$ cat config.mk
export PLATFORM = sky130hd
export DESIGN_NAME = qsd_serial
export DESIGN_NICKNAME = d
export VERILOG_FILES = /design/src/hdl/qsd_pkg.sv /design/src/hdl/qsd_serial.sv
export SDC_FILE = /design/constraint.sdc
export NUM_CORES = 1
export LEC_CHECK = 0
export ABC_AREA = 1
export BUFFER_PORTS_ARGS = -buffer_cell sky130_fd_sc_hd__buf_2
export CORE_MARGIN = 2
export CORE_UTILIZATION = 40
export DETAILED_ROUTE_END_ITERATION = 10
export PLACE_DENSITY = 0.67
export RECOVER_POWER = 25
export SLEW_MARGIN = 20
export SYNTH_ARGS = -nofsm -noshare
export SYNTH_HDL_FRONTEND = slang
export SYNTH_SLANG_ARGS = --single-unit
$ cat constraint.sdc
create_clock -name clk -period 1.3 [get_ports clk]
set_input_delay 0.13 -clock clk [delete_from_list [all_inputs] [get_ports clk]]
set_output_delay 0.13 -clock clk [all_outputs]
set_load 0.02 [all_outputs]
$ cat src/hdl/qsd_pkg.sv
// qsd_pkg: shared types and constants of the QAM soft/hard demapper.
// No dependencies; imported by the top level, lane, reducer and serializer modules.
`default_nettype none

package qsd_pkg;

	localparam int MAX_POINTS_DEF = 16;
	localparam int NUM_SLOTS      = 16;  // constellation slots seen by the reducer
	localparam int NBITS_MAX      = 4;
	localparam int ROOT_W         = 17;  // floor sqrt of a 34-bit sum
	localparam int SQ_W           = 34;
	localparam int DIST_W         = ROOT_W + 1;
	localparam int LANE_LAT       = ROOT_W + 2; // dx/dy, square sum, root steps

	typedef logic [DIST_W-1:0] dist_t;
	localparam dist_t DIST_NONE = '1;  // above any real distance

	typedef enum logic [2:0] {
		CFG_SOFT_MODE = 3'd0,
		CFG_ORDER     = 3'd1,
		CFG_INV_VAR   = 3'd2,
		CFG_PTS_LOW   = 3'd3,
		CFG_PTS_HIGH  = 3'd4
	} cfg_idx_t;

	typedef struct packed {
		logic        soft_en;
		logic        sixteen;
		logic [15:0] inv;
	} mode_t;

	typedef struct packed {
		logic [NBITS_MAX-1:0][15:0] llr;   // indexed by bit position
		logic [NBITS_MAX-1:0]       hard;  // nearest point index
	} sym_res_t;

endpackage

`default_nettype wire

$ cat src/hdl/qsd_serial.sv
// qsd_serial: emits one symbol's bit results, MSB first, one per cycle.
// Registered outputs; uses qsd_pkg.
`default_nettype none

module qsd_serial import qsd_pkg::*; (
	input  wire logic         clk,
	input  wire logic         arst_n,
	input  wire logic         load,
	input  wire sym_res_t     res,
	input  wire mode_t        mode,
	output logic              strobe,
	output logic signed [15:0] llr,
	output logic              hard_bit,
	output logic              last
);

	sym_res_t   hold_q;
	logic [1:0] pos_q;
	logic       act_q;
	logic       strobe_q, hard_q, last_q;
	logic [15:0] llr_q;

	logic       emit;
	logic [1:0] pos;
	sym_res_t   src;

	always_comb begin
		emit = load | act_q;
		src  = load ? res : hold_q;
		pos  = load ? (mode.sixteen ? 2'd3 : 2'd1) : pos_q;
	end

	always_ff @(posedge clk or negedge arst_n) begin
		if (!arst_n) begin
			act_q    <= 1'b0;
			pos_q    <= '0;
			strobe_q <= 1'b0;
			last_q   <= 1'b0;
		end else begin
			strobe_q <= emit;
			last_q   <= emit && (pos == 2'd0);
			if (emit) begin
				act_q <= pos != 2'd0;
				pos_q <= pos - 2'd1;
			end
		end
	end

	always_ff @(posedge clk) begin
		if (load) begin
			hold_q <= res;
		end
		llr_q  <= mode.soft_en ? src.llr[pos] : 16'h0000;
		hard_q <= mode.soft_en ? 1'b0 : src.hard[pos];
	end

	assign strobe   = strobe_q;
	assign llr      = llr_q;
	assign hard_bit = hard_q;
	assign last     = last_q;

endmodule

`default_nettype wire

# Yosys cells after proc, flatten, opt, wreduce, memory -nomap -nowiden
# Index checks and enable logic that the tools add are counted.
[op_classes]
n_addsub = 1
n_mul = 0
div_mod_pow = 0
n_lt_le_gt_ge = 1
n_eq_ne = 0
shift = 0
muxes = 7
bitwise = 1
reduce_logical = 3
[ops]
columns = ["operator", "count"]
rows = [
  ["68-bit two-way mux", 1],
  ["16-bit binary-select mux with 2-bit select", 1],
  ["16-bit two-way mux", 1],
  ["2-bit two-way mux", 2],
  ["2-bit by 3-bit < comparator with 1-bit output (second input constant)", 1],
  ["1-bit binary-select mux with 2-bit select", 1],
  ["2-bit zero test", 1],
  ["2-bit nonzero test", 1],
  ["2-bit by 1-bit subtractor with 2-bit output (second input constant)", 1],
  ["1-bit logical AND", 1],
  ["1-bit two-way mux", 1],
  ["1-bit bitwise OR", 1],
]
[totals]
regBits = 90
latch_bits = 0
ramBits = 0
romBits = 0
output_inout_bits = 19
memories = 0

# Depth between registers and ports, before layout
# Gate-level depths: netlist (run 1).
[depth]
word_depth = 4
depth_mapped = 8

# Worst setup path after synthesis (run 1)
# OpenSTA, ideal clock, no wires.
[synth_timing]
path_kind = "register to register"
from = "register pos_q[1]"
to = "register pos_q[1]"
arrival_time_ps = 1248
required_time_ps = 1217
setup_slack_ps = -30
path_stages_with_launch = 7
path_buffers = 1
cell_sequence = "dfrtp_1 -> inv_1 -> nor2_1 -> nor2_8 -> buf_6 -> ha_1 -> o21ai_0"
[synth_via]
elab_chain_cells = 2
[synth_lines]
columns = ["item", "line", "source"]
rows = [
  ["from (decl)", "qsd_serial.sv:18", "logic [1:0] pos_q;"],
  ["from (signal assigned)", "qsd_serial.sv:44", "pos_q <= pos - 2'd1;"],
  ["2-bit two-way mux", "qsd_serial.sv:30", "pos = load ? (mode.sixteen ? 2'd3 : 2'd1) : pos_q;"],
  ["2-bit by 1-bit subtractor with 2-bit output", "qsd_serial.sv:44", ""],
]
# Every way passes these cells.
# A chain may end at the register's enable or synchronous reset.

# Worst setup path in the final report (run 1)
[layout_timing]
from = "register pos_q[0]"
to = "register llr_q[8] (netlist: llr[8])"
[layout_via]
elab_chain_cells = 3
[layout_lines]
columns = ["item", "line", "source"]
rows = [
  ["2-bit two-way mux", "qsd_serial.sv:30", ""],
  ["16-bit binary-select mux with 2-bit select", "qsd_serial.sv:53", "llr_q <= mode.soft_en ? src.llr[pos] : 16'h0000;"],
  ["16-bit two-way mux (not written as such)", "qsd_serial.sv:53", ""],
  ["to (signal assigned)", "qsd_serial.sv:53", ""],
  ["to (decl)", "qsd_serial.sv:21", "logic [15:0] llr_q;"],
]
# Every way passes these cells. The select of a mux whose other input is x is not followed.

==> results.sh, run 1 <==
export IMPL_die_h_um=97.2
export IMPL_wirelength_um=9120
export IMPL_setup_viol=0
export IMPL_outcome="complete, but fails checks"
export IMPL_grt_pass1_vias=3177
export IMPL_use_met1=0.260
export IMPL_routedWlPerCell_um=12.7
export IMPL_core_um2=8300
export IMPL_cp_data_required_time_ps=1590
export IMPL_finalSetupTns_ps=0
export IMPL_path_cells="inv_2 -> nand2_4 -> nand3_1 -> nand3_1 -> a21oi_1"
export IMPL_drc_errors=0
export IMPL_cp_depth=5
export IMPL_cts_buffers=9
export IMPL_violations="hold timing"
export IMPL_power_static_leakage_nw=2.47
export IMPL_fill_cells=769
export IMPL_synth_fp_nets=548
export IMPL_grtUsageMet2=0.293
export IMPL_crit_path_max_incr_delay_ps=440
export IMPL_cp_slowest_cell="dfrtp_1"
export IMPL_synth_cell_types=18
export IMPL_grt_max_degree=57
export IMPL_rsz0062_at_grt="no"
export IMPL_period_share=0.934
export IMPL_setup_worst_path_end_class="flop"
export IMPL_powerDensity_nw_per_um2=1410
export IMPL_first_pass_iters=6
export IMPL_skew_ps=11.7
export IMPL_worst_slew_pin_slew_ps=340
export IMPL_vias_per_cell=4.67
export IMPL_final_layout_size_suffix_gt1_frac=0.210
export IMPL_place_hpwl_um=6040
export IMPL_portBuffers=91
export IMPL_area_growth_pct=40.1
export IMPL_min_path_cells=3
export IMPL_vias=3339
export IMPL_grt_pass1_wl_um=14600
export IMPL_vdd_drop_max_mv=0.636
export IMPL_drt_iter0_markers=155
export IMPL_yosysWarnings=0
export IMPL_cts_sinks=90
export IMPL_die_w_um=97.2
export IMPL_nets=695
export IMPL_instances_no_fill=715
export IMPL_grt_util_met3=0.0317
export IMPL_start_util=0.418
export IMPL_antenna_found_initial=0
export IMPL_netlist_area_um2=3470
export IMPL_postRouteAntennaNets=0
export IMPL_fp_row_count=33
export IMPL_cp_arrival_ps=1500
export IMPL_clockBufferDepth=2
export IMPL_min_period_ps=1210
export IMPL_place_inst=645
export IMPL_track_usage=0.189
export IMPL_path_clk_slew_ps=90
export IMPL_fmax_mhz=824
export IMPL_overflow=0
export IMPL_die_area_um2=9440
export IMPL_crit_type="flop to flop"
export IMPL_synth_area_per_cell_um2=7.58
export IMPL_maxCapViolations=0
export IMPL_path_buf_inv=1
export IMPL_top_usage_layer="met2"
export IMPL_n_antenna_cell=0
export IMPL_path_delay_family="flip-flops"
export IMPL_cts_tree="built"
export IMPL_hold_path_class="input pin to flop"
export IMPL_r2r_slack_ps=90
export IMPL_cp_common_cell="nand3_1"
export IMPL_netlist_instances=458
export IMPL_ys_ff_latch=90
export IMPL_finalHoldViolCount=1
export IMPL_startpoint_type="flop"
export IMPL_relSlewSlack=0.773
export IMPL_fin_util=0.586
export IMPL_seq_area_frac_synth=0.526
export IMPL_num_io_pins=108
export IMPL_reg2reg_depth=5
export IMPL_clock_latency_ps=350
export IMPL_gp_congestion=0.844
export IMPL_htree_levels=3
export IMPL_worst_path_max_fanout=17
export IMPL_final_max_slew_viol_count=0
export IMPL_synth_area_leaders="dfxtp_1 (49%), nand2_1 (19%), nand3_1 (9.8%)"
export IMPL_yosysTopAreaCellShare=0.490
export IMPL_fin_hold_ws_ps=-0.329
export IMPL_root_buffer="clkbuf_8"
export IMPL_synth_top_area_cell="dfxtp_1"
[stage by stage]
step / instance area [um^2] / setup WS, ps / total power (W) / hold slack (ps)
2_1_floorplan: 3470 / 58.2 / 0.00407 / -166
3_3_place_gp: 4060 / 90.2 / 0.00450 / -51.9
3_5_place_dp: 4060 / 99.8 / 0.00453 / -48.6
4_1_cts: 4820 / 81.9 / 0.00683 / 0.613
5_1_grt: 4860 / 6.58 / 0.00719 / 0.987
6_report: 4860 / 86.1 / 0.00684 / -0.329
[flip-flops by register name, summed over array words and instances (netlist names)]
name,cells
act_q,1
hard_bit,1
hold_q,68
last,1
llr,16
pos_q,2
strobe,1
[cells in the mapped netlist (all sizes together)]
library cell / number
a21oi: 17
buf: 21
clkbuf: 3
dfrtp: 5
dfxtp: 85
ha: 1
inv: 41
nand2: 174
nand3: 68
nor2: 6
o21ai: 37
[final timing paths]
check,from,to
max reg2reg,pos_q[0]$_DFFE_PN0P_,llr[8]$_SDFF_PN0_
max,pos_q[0]$_DFFE_PN0P_,llr[8]$_SDFF_PN0_
min,res[19],hold_q[19]$_DFF_P_
max in group asynchronous,arst_n,pos_q[0]$_DFFE_PN0P_
min reg2reg,hold_q[34]$_DFF_P_,hold_q[34]$_DFF_P_
min in group asynchronous,arst_n,strobe$_DFF_PN0_
[cells in the final DEF, fill, tap and decap left out, types with 2 or more instances in the layout]
cell type	n
a21oi_1	16
buf_12	3
buf_2	88
buf_4	13
bufinv_16	2
clkbuf_1	3
clkbuf_8	10
dfrtp_1	5
dfxtp_1	85
dlygate4sd3_1	53
inv_1	40
nand2_1	172
nand2_4	2
nand3_1	68
nor2_1	3
nor2_4	2
o21ai_0	36
[routing by layer]
layer	routed length, um	up-vias
li1	-	1737
met1	4320	1484
met2	4160	102
met3	435	16
met4	199	0
met5	0	-
[logic make-up (layout without fill, tap and decap cells)]
group,after synthesis,after routing,share of synthesized area
buffers and inverters,65,216,0.0887
adder cells (fa/ha/maj),1,1,0.00360
AO/OA/AOI/OAI,54,54,0.0789
AND/OR/NAND/NOR,248,249,0.302
flip-flops,90,90,0.526
[what timing repair did]
action | in CTS | in global routing
setup endpoints to repair | 0 | 10
endpoints found under the hold margin | 56 | 1
setup buffers | 0 | 0
hold buffers | 52 | 1
gates resized for setup | 0 | 5
[where the power goes]
part	internal [W]	switching, W	total [W]	leakage, nW
clock	0.00126	0.000934	0.00219	0.119
combinational	0.000607	0.000867	0.00147	1.58
sequential	0.00308	0.0000975	0.00317	0.772
total	0.00494	0.00190	0.00684	2.47
[cell type report]
type | count | area, um^2 | share of cell area
timing repair buffer | 159 | 1140 | 0.234
inverter | 41 | 154 | 0.0317
tap | 105 | 131 | 0.0270
sequential | 90 | 1830 | 0.376
clock inverter | 3 | 68.8 | 0.0142
multi-input combinational | 304 | 1370 | 0.282
clock buffer | 13 | 170 | 0.0350
[worst register-to-register path, cell delays in order (launching register included)]
cell	delay [ps]
dfrtp_1	440
inv_2	160
nand2_4	180
nand3_1	130
nand3_1	110
a21oi_1	140
(Power assumes the default switching activity.)
==> run 2, diff against run 1 <==
--- a/config.mk
+++ b/config.mk
@@ -6,7 +6,7 @@
 export NUM_CORES = 1
 export LEC_CHECK = 0
 export ABC_AREA = 1
-export BUFFER_PORTS_ARGS = -buffer_cell sky130_fd_sc_hd__buf_2
+export BUFFER_PORTS_ARGS = -buffer_cell sky130_fd_sc_hd__buf_4
 export CORE_MARGIN = 2
 export CORE_UTILIZATION = 40
 export DETAILED_ROUTE_END_ITERATION = 10
==> results.sh, run 2 (synthesis gave the netlist of run 1 again) <==
export IMPL_outcome="finished clean"
export IMPL_fmax_mhz=831
export IMPL_layout_common_cells="nand2_1 (172), buf_4 (103), dfxtp_1 (85)"
export IMPL_cp_slowest_cell="dfrtp_1"
export IMPL_grt_pass1_vias=3255
export IMPL_largest_reg_flops=68
export IMPL_r2r_start="pos_q[0]$_DFFE_PN0P_"
export IMPL_grt_max_degree=49
export IMPL_worst_slew_pin_slew_ps=362
export IMPL_vdd_drop_max_mv=0.628
export IMPL_skew_ps=13.2
export IMPL_die_h_um=97.2
export IMPL_vias=3435
export IMPL_track_usage=0.199
export IMPL_num_io_pins=108
export IMPL_antenna_found_initial=0
export IMPL_finalHoldViolCount=0
export IMPL_vias_per_cell=4.74
export IMPL_path_cells="inv_1 -> nand2_8 -> nand3_1 -> nand3_1 -> a21oi_1"
export IMPL_min_period_ps=1200
export IMPL_cp_common_cell="nand3_1"
export IMPL_reg2reg_depth=5
export IMPL_power_static_leakage_nw=2.56
export IMPL_final_layout_size_suffix_gt1_frac=0.210
export IMPL_powerDensity_nw_per_um2=1290
export IMPL_die_w_um=97.2
export IMPL_final_max_slew_viol_count=0
export IMPL_crit_type="flop to flop"
export IMPL_rsz0062_at_grt="yes"
export IMPL_worst_path_max_fanout=35
export IMPL_setup_worst_path_end_class="flop"
export IMPL_area_growth_pct=47.9
export IMPL_p_switching_w=0.00191
export IMPL_wirelength_um=9140
export IMPL_drc_errors=0
export IMPL_nets=705
export IMPL_die_area_um2=9440
export IMPL_r2r_end="llr[10]$_SDFF_PN0_"
export IMPL_setup_slack_ps=97.0
export IMPL_drt_iter0_markers=130
export IMPL_seqPwrFrac=0.479
export IMPL_startpoint_type="flop"
export IMPL_portBuffers=91
export IMPL_cp_data_required_time_ps=1590
export IMPL_finalSetupTns_ps=0
export IMPL_hold_start="res[58]"
export IMPL_gp_congestion=0.848
export IMPL_place_ws_ps=-12.7
export IMPL_crit_path_max_incr_delay_ps=410
export IMPL_routedWlPerCell_um=12.6
export IMPL_start_util=0.418
export IMPL_combPwrFrac=0.241
export IMPL_hold_path_class="input pin to flop"
export IMPL_min_path_cells=3
export IMPL_root_buffer="clkbuf_8"
export IMPL_fill_cells=736
export IMPL_grt_pass1_wl_um=15200
export IMPL_cts_tree="built"
export IMPL_period_share=0.925
export IMPL_r2r_slack_ps=100
export IMPL_first_pass_iters=5
export IMPL_n_antenna_cell=0
export IMPL_maxCapViolations=0
export IMPL_seqCellArea_um2=1830
export IMPL_setup_viol=0
export IMPL_cts_sinks=90
export IMPL_path_clk_slew_ps=90
export IMPL_relSlewSlack=0.757
export IMPL_htree_levels=3
export IMPL_place_hpwl_um=6160
export IMPL_overflow=0
export IMPL_post_cts_buffers=0
export IMPL_fp_row_count=33
export IMPL_cp_arrival_ps=1490
export IMPL_final_common_cell="nand2_1"
export IMPL_netSwitchingFraction=0.289
export IMPL_largest_register="hold_q"
export IMPL_clock_latency_ps=360
export IMPL_multi_input_area_um2=1350
export IMPL_min_to="hold_q[58]$_DFF_P_"
export IMPL_clockBufferDepth=2
export IMPL_clock_power_share=0.280
export IMPL_power_internal_w=0.00471
export IMPL_postRouteAntennaNets=0
export IMPL_cts_buffers=9
export IMPL_core_um2=8300
-- run 2: metrics by stage --
stage	hold WS [ps]	power, W	area [um^2]	std cells	utilization
after CTS	1.33	0.00664	5120	725	0.617
after global routing	2.28	0.00699	5130	725	0.618
final	9.04	0.00662	5130	725	0.618
after global placement	-66.2	0.00461	4290	646	0.517
after detailed placement	-60.5	0.00465	4290	646	0.517
after floorplan	-166	0.00407	3470	458	-
-- run 2: layer usage --
| metal | GRT usage | wire length, um | up-vias | share of wire |
|---|---|---|---|---|
| li1 | - | - | 1755 | - |
| met1 | 0.264 | 4070 | 1560 | 0.45 |
| met2 | 0.322 | 4380 | 104 | 0.48 |
| met3 | 0.0367 | 542 | 16 | 0.059 |
| met4 | 0.0780 | 143 | 0 | 0.016 |
| met5 | 0 | 0 | - | 0 |
-- run 2: critical path: cells and delay by family, from the launching register on --
family | cells | cell delay (ps)
compound gates | 1 | 160
buf+inv | 1 | 150
flops | 1 | 410
simple gates | 3 | 420
-- run 2: repair_timing --
item	in CTS	in global routing
resized for setup	0	3
hold buffers	63	0
setup endpoints to repair	0	6
hold endpoints to repair	67	0
-- run 2: power groups by stage --
stage	clock network (W)	logic, W	registers (W)
floorplan	0	0.000738	0.00333
global placement	0	0.00138	0.00323
detailed placement	0	0.00142	0.00323
CTS	0.00189	0.00157	0.00317
global route	0.00202	0.00176	0.00320
finish	0.00186	0.00159	0.00317
-- run 2: cell type report --
cell class,count,area share
sequential,90,0.356
timing repair buffer,170,0.286
multi-input combinational,303,0.264
clock buffer,13,0.0349
inverter,41,0.0300
tap,105,0.0256
clock inverter,3,0.00414
-- run 2: how the worst max path moves through the flow --
stage,from,to,depth (start not counted)
after floorplan,pos_q[1]$_DFFE_PN0P_,pos_q[1]$_DFFE_PN0P_,6
after global placement,load,llr[7]$_SDFF_PN0_,6
after detailed placement,load,llr[10]$_SDFF_PN0_,6
after CTS,pos_q[0]$_DFFE_PN0P_,llr[10]$_SDFF_PN0_,5
after global routing,pos_q[0]$_DFFE_PN0P_,llr[0]$_SDFF_PN0_,5
final,pos_q[0]$_DFFE_PN0P_,llr[10]$_SDFF_PN0_,5
==> run 3, diff against run 2 <==
--- a/config.mk
+++ b/config.mk
@@ -8,9 +8,9 @@
 export ABC_AREA = 1
 export BUFFER_PORTS_ARGS = -buffer_cell sky130_fd_sc_hd__buf_4
 export CORE_MARGIN = 2
-export CORE_UTILIZATION = 40
+export CORE_UTILIZATION = 46
 export DETAILED_ROUTE_END_ITERATION = 10
-export PLACE_DENSITY = 0.67
+export PLACE_DENSITY = 0.76
 export RECOVER_POWER = 25
 export SLEW_MARGIN = 20
 export SYNTH_ARGS = -nofsm -noshare
==> results.sh, run 3 (synthesis gave the netlist of run 1 again) <==
export IMPL_place_hpwl_um=5840
export IMPL_rsz0062_at_grt="no"
export IMPL_r2r_slack_ps=70
export IMPL_netSwitchingFraction=0.283
export IMPL_power_internal_w=0.00492
export IMPL_finalHoldViolCount=0
export IMPL_path_cells="inv_1 -> nor2_2 -> nor2_8 -> buf_4 -> nand3_1 -> a21oi_1"
export IMPL_crit_end="llr[5]$_SDFF_PN0_"
export IMPL_p_switching_w=0.00194
export IMPL_fmax_mhz=812
export IMPL_worst_slew_pin_slew_ps=573
export IMPL_grt_pass1_vias=3314
export IMPL_grt_max_degree=69
export IMPL_gp_congestion=0.826
export IMPL_vdd_drop_max_mv=0.716
export IMPL_clock_latency_ps=360
export IMPL_relSlewSlack=0.618
export IMPL_vias=3415
export IMPL_setup_worst_path_end_class="flop"
export IMPL_postRouteAntennaNets=0
export IMPL_final_common_cell="nand2_1"
export IMPL_r2r_end="llr[5]$_SDFF_PN0_"
export IMPL_power_static_leakage_nw=2.53
export IMPL_path_clk_slew_ps=80
export IMPL_startpoint_type="flop"
export IMPL_htree_levels=3
export IMPL_path_buf_inv=2
export IMPL_cp_arrival_ps=1510
export IMPL_cp_depth=6
export IMPL_clockBufferDepth=2
export IMPL_largest_register="hold_q"
export IMPL_antenna_found_initial=0
export IMPL_cts_sinks=90
export IMPL_crit_type="flop to flop"
export IMPL_die_w_um=90.9
export IMPL_drc_errors=0
export IMPL_start_util=0.476
export IMPL_final_layout_size_suffix_gt1_frac=0.207
export IMPL_clock_power_share=0.310
export IMPL_root_buffer="clkbuf_8"
export IMPL_cp_slowest_cell="dfrtp_1"
export IMPL_reg2reg_depth=6
export IMPL_skew_ps=9.92
export IMPL_setup_viol=0
export IMPL_overflow=0
export IMPL_r2r_start="pos_q[1]$_DFFE_PN0P_"
export IMPL_crit_start="pos_q[1]$_DFFE_PN0P_"
export IMPL_hold_path_class="input pin to flop"
export IMPL_wirelength_um=9180
export IMPL_period_share=0.948
export IMPL_nets=700
export IMPL_core_um2=7290
export IMPL_fp_row_count=31
export IMPL_layout_common_cells="nand2_1 (172), buf_4 (99), dfxtp_1 (85)"
export IMPL_cp_data_required_time_ps=1580
export IMPL_powerDensity_nw_per_um2=1350
export IMPL_outcome="finished clean"
export IMPL_largest_reg_flops=68
export IMPL_cts_tree="built"
export IMPL_routedWlPerCell_um=12.9
export IMPL_first_pass_iters=5
export IMPL_seqPwrFrac=0.463
export IMPL_portBuffers=91
export IMPL_min_period_ps=1230
export IMPL_grt_pass1_wl_um=15000
export IMPL_die_h_um=90.9
export IMPL_finalSetupTns_ps=0
export IMPL_n_antenna_cell=0
export IMPL_worst_path_max_fanout=12
export IMPL_drt_iter0_markers=200
export IMPL_combPwrFrac=0.227
export IMPL_final_max_slew_viol_count=0
export IMPL_area_growth_pct=46.1
export IMPL_die_area_um2=8260
export IMPL_maxCapViolations=0
export IMPL_crit_path_max_incr_delay_ps=390
export IMPL_fin_util=0.695
export IMPL_cts_buffers=9
export IMPL_path_delay_family="flip-flops"
export IMPL_track_usage=0.227
export IMPL_num_io_pins=108
export IMPL_vias_per_cell=4.78
[run 3: how the worst min path moves through the flow]
| stage | depth (start not counted) | from | slack (ps) | end |
|---|---|---|---|---|
| 2_1_floorplan | 0 | arst_n | -170 | act_q$_DFFE_PN0P_ |
| 3_3_place_gp | 1 | arst_n | -60 | last$_DFF_PN0_ |
| 3_5_place_dp | 1 | arst_n | -60 | strobe$_DFF_PN0_ |
| 4_1_cts | 3 | res[57] | 0.9 | hold_q[57]$_DFF_P_ |
| 5_1_grt | 3 | res[58] | 5 | hold_q[58]$_DFF_P_ |
| 6_report | 3 | res[56] | 10 | hold_q[56]$_DFF_P_ |
[run 3: metal layers]
layer | track usage | up-vias | share of wire
li1 | - | 1748 | -
met1 | 0.284 | 1535 | 0.45
met2 | 0.382 | 108 | 0.47
met3 | 0.0409 | 24 | 0.053
met4 | 0.102 | 0 | 0.025
met5 | 0 | - | 0
[run 3: final cells by class]
cell class	instances	area, um^2
sequential	90	1830
clock buffer	10	138
clock inverter	6	88.8
tap	99	124
multi-input combinational	303	1350
inverter	41	154
fill	593	2220
timing repair buffer	165	1390
[run 3: metrics by stage]
| step | total power, W | hold WS (ps) | setup slack [ps] | instances | area (um^2) |
|---|---|---|---|---|---|
| 2_1_floorplan | 0.00407 | -166 | 58.2 | 458 | 3470 |
| 3_3_place_gp | 0.00458 | -64.6 | 95.2 | 638 | 4240 |
| 3_5_place_dp | 0.00462 | -62.0 | 23.6 | 638 | 4240 |
| 4_1_cts | 0.00685 | 0.912 | 40.7 | 712 | 5060 |
| 5_1_grt | 0.00720 | 5.29 | 11.2 | 714 | 5070 |
| 6_report | 0.00686 | 12.4 | 68.1 | 714 | 5070 |
[run 3: timing repair]
| item | 4_1_cts | 5_1_grt |
|---|---|---|
| resized for setup | 1 | 2 |
| buffers inserted | 0 | 1 |
| endpoints found under the setup margin | 1 | 15 |
| pin swaps | 0 | 1 |
| hold buffers | 58 | 1 |
| hold endpoints to repair | 62 | 1 |
[run 3: power groups by stage]
stage	combinational, W	clock, W	sequential [W]
2_1_floorplan	0.000738	0	0.00333
3_3_place_gp	0.00135	0	0.00323
3_5_place_dp	0.00139	0	0.00323
4_1_cts	0.00153	0.00214	0.00318
5_1_grt	0.00172	0.00227	0.00321
6_report	0.00156	0.00213	0.00317
[run 3: worst min-delay path: cells and delay by family]
kind,cells,cell delay [ps]
AND/OR/NAND/NOR,2,130
buffers and inverters,1,80
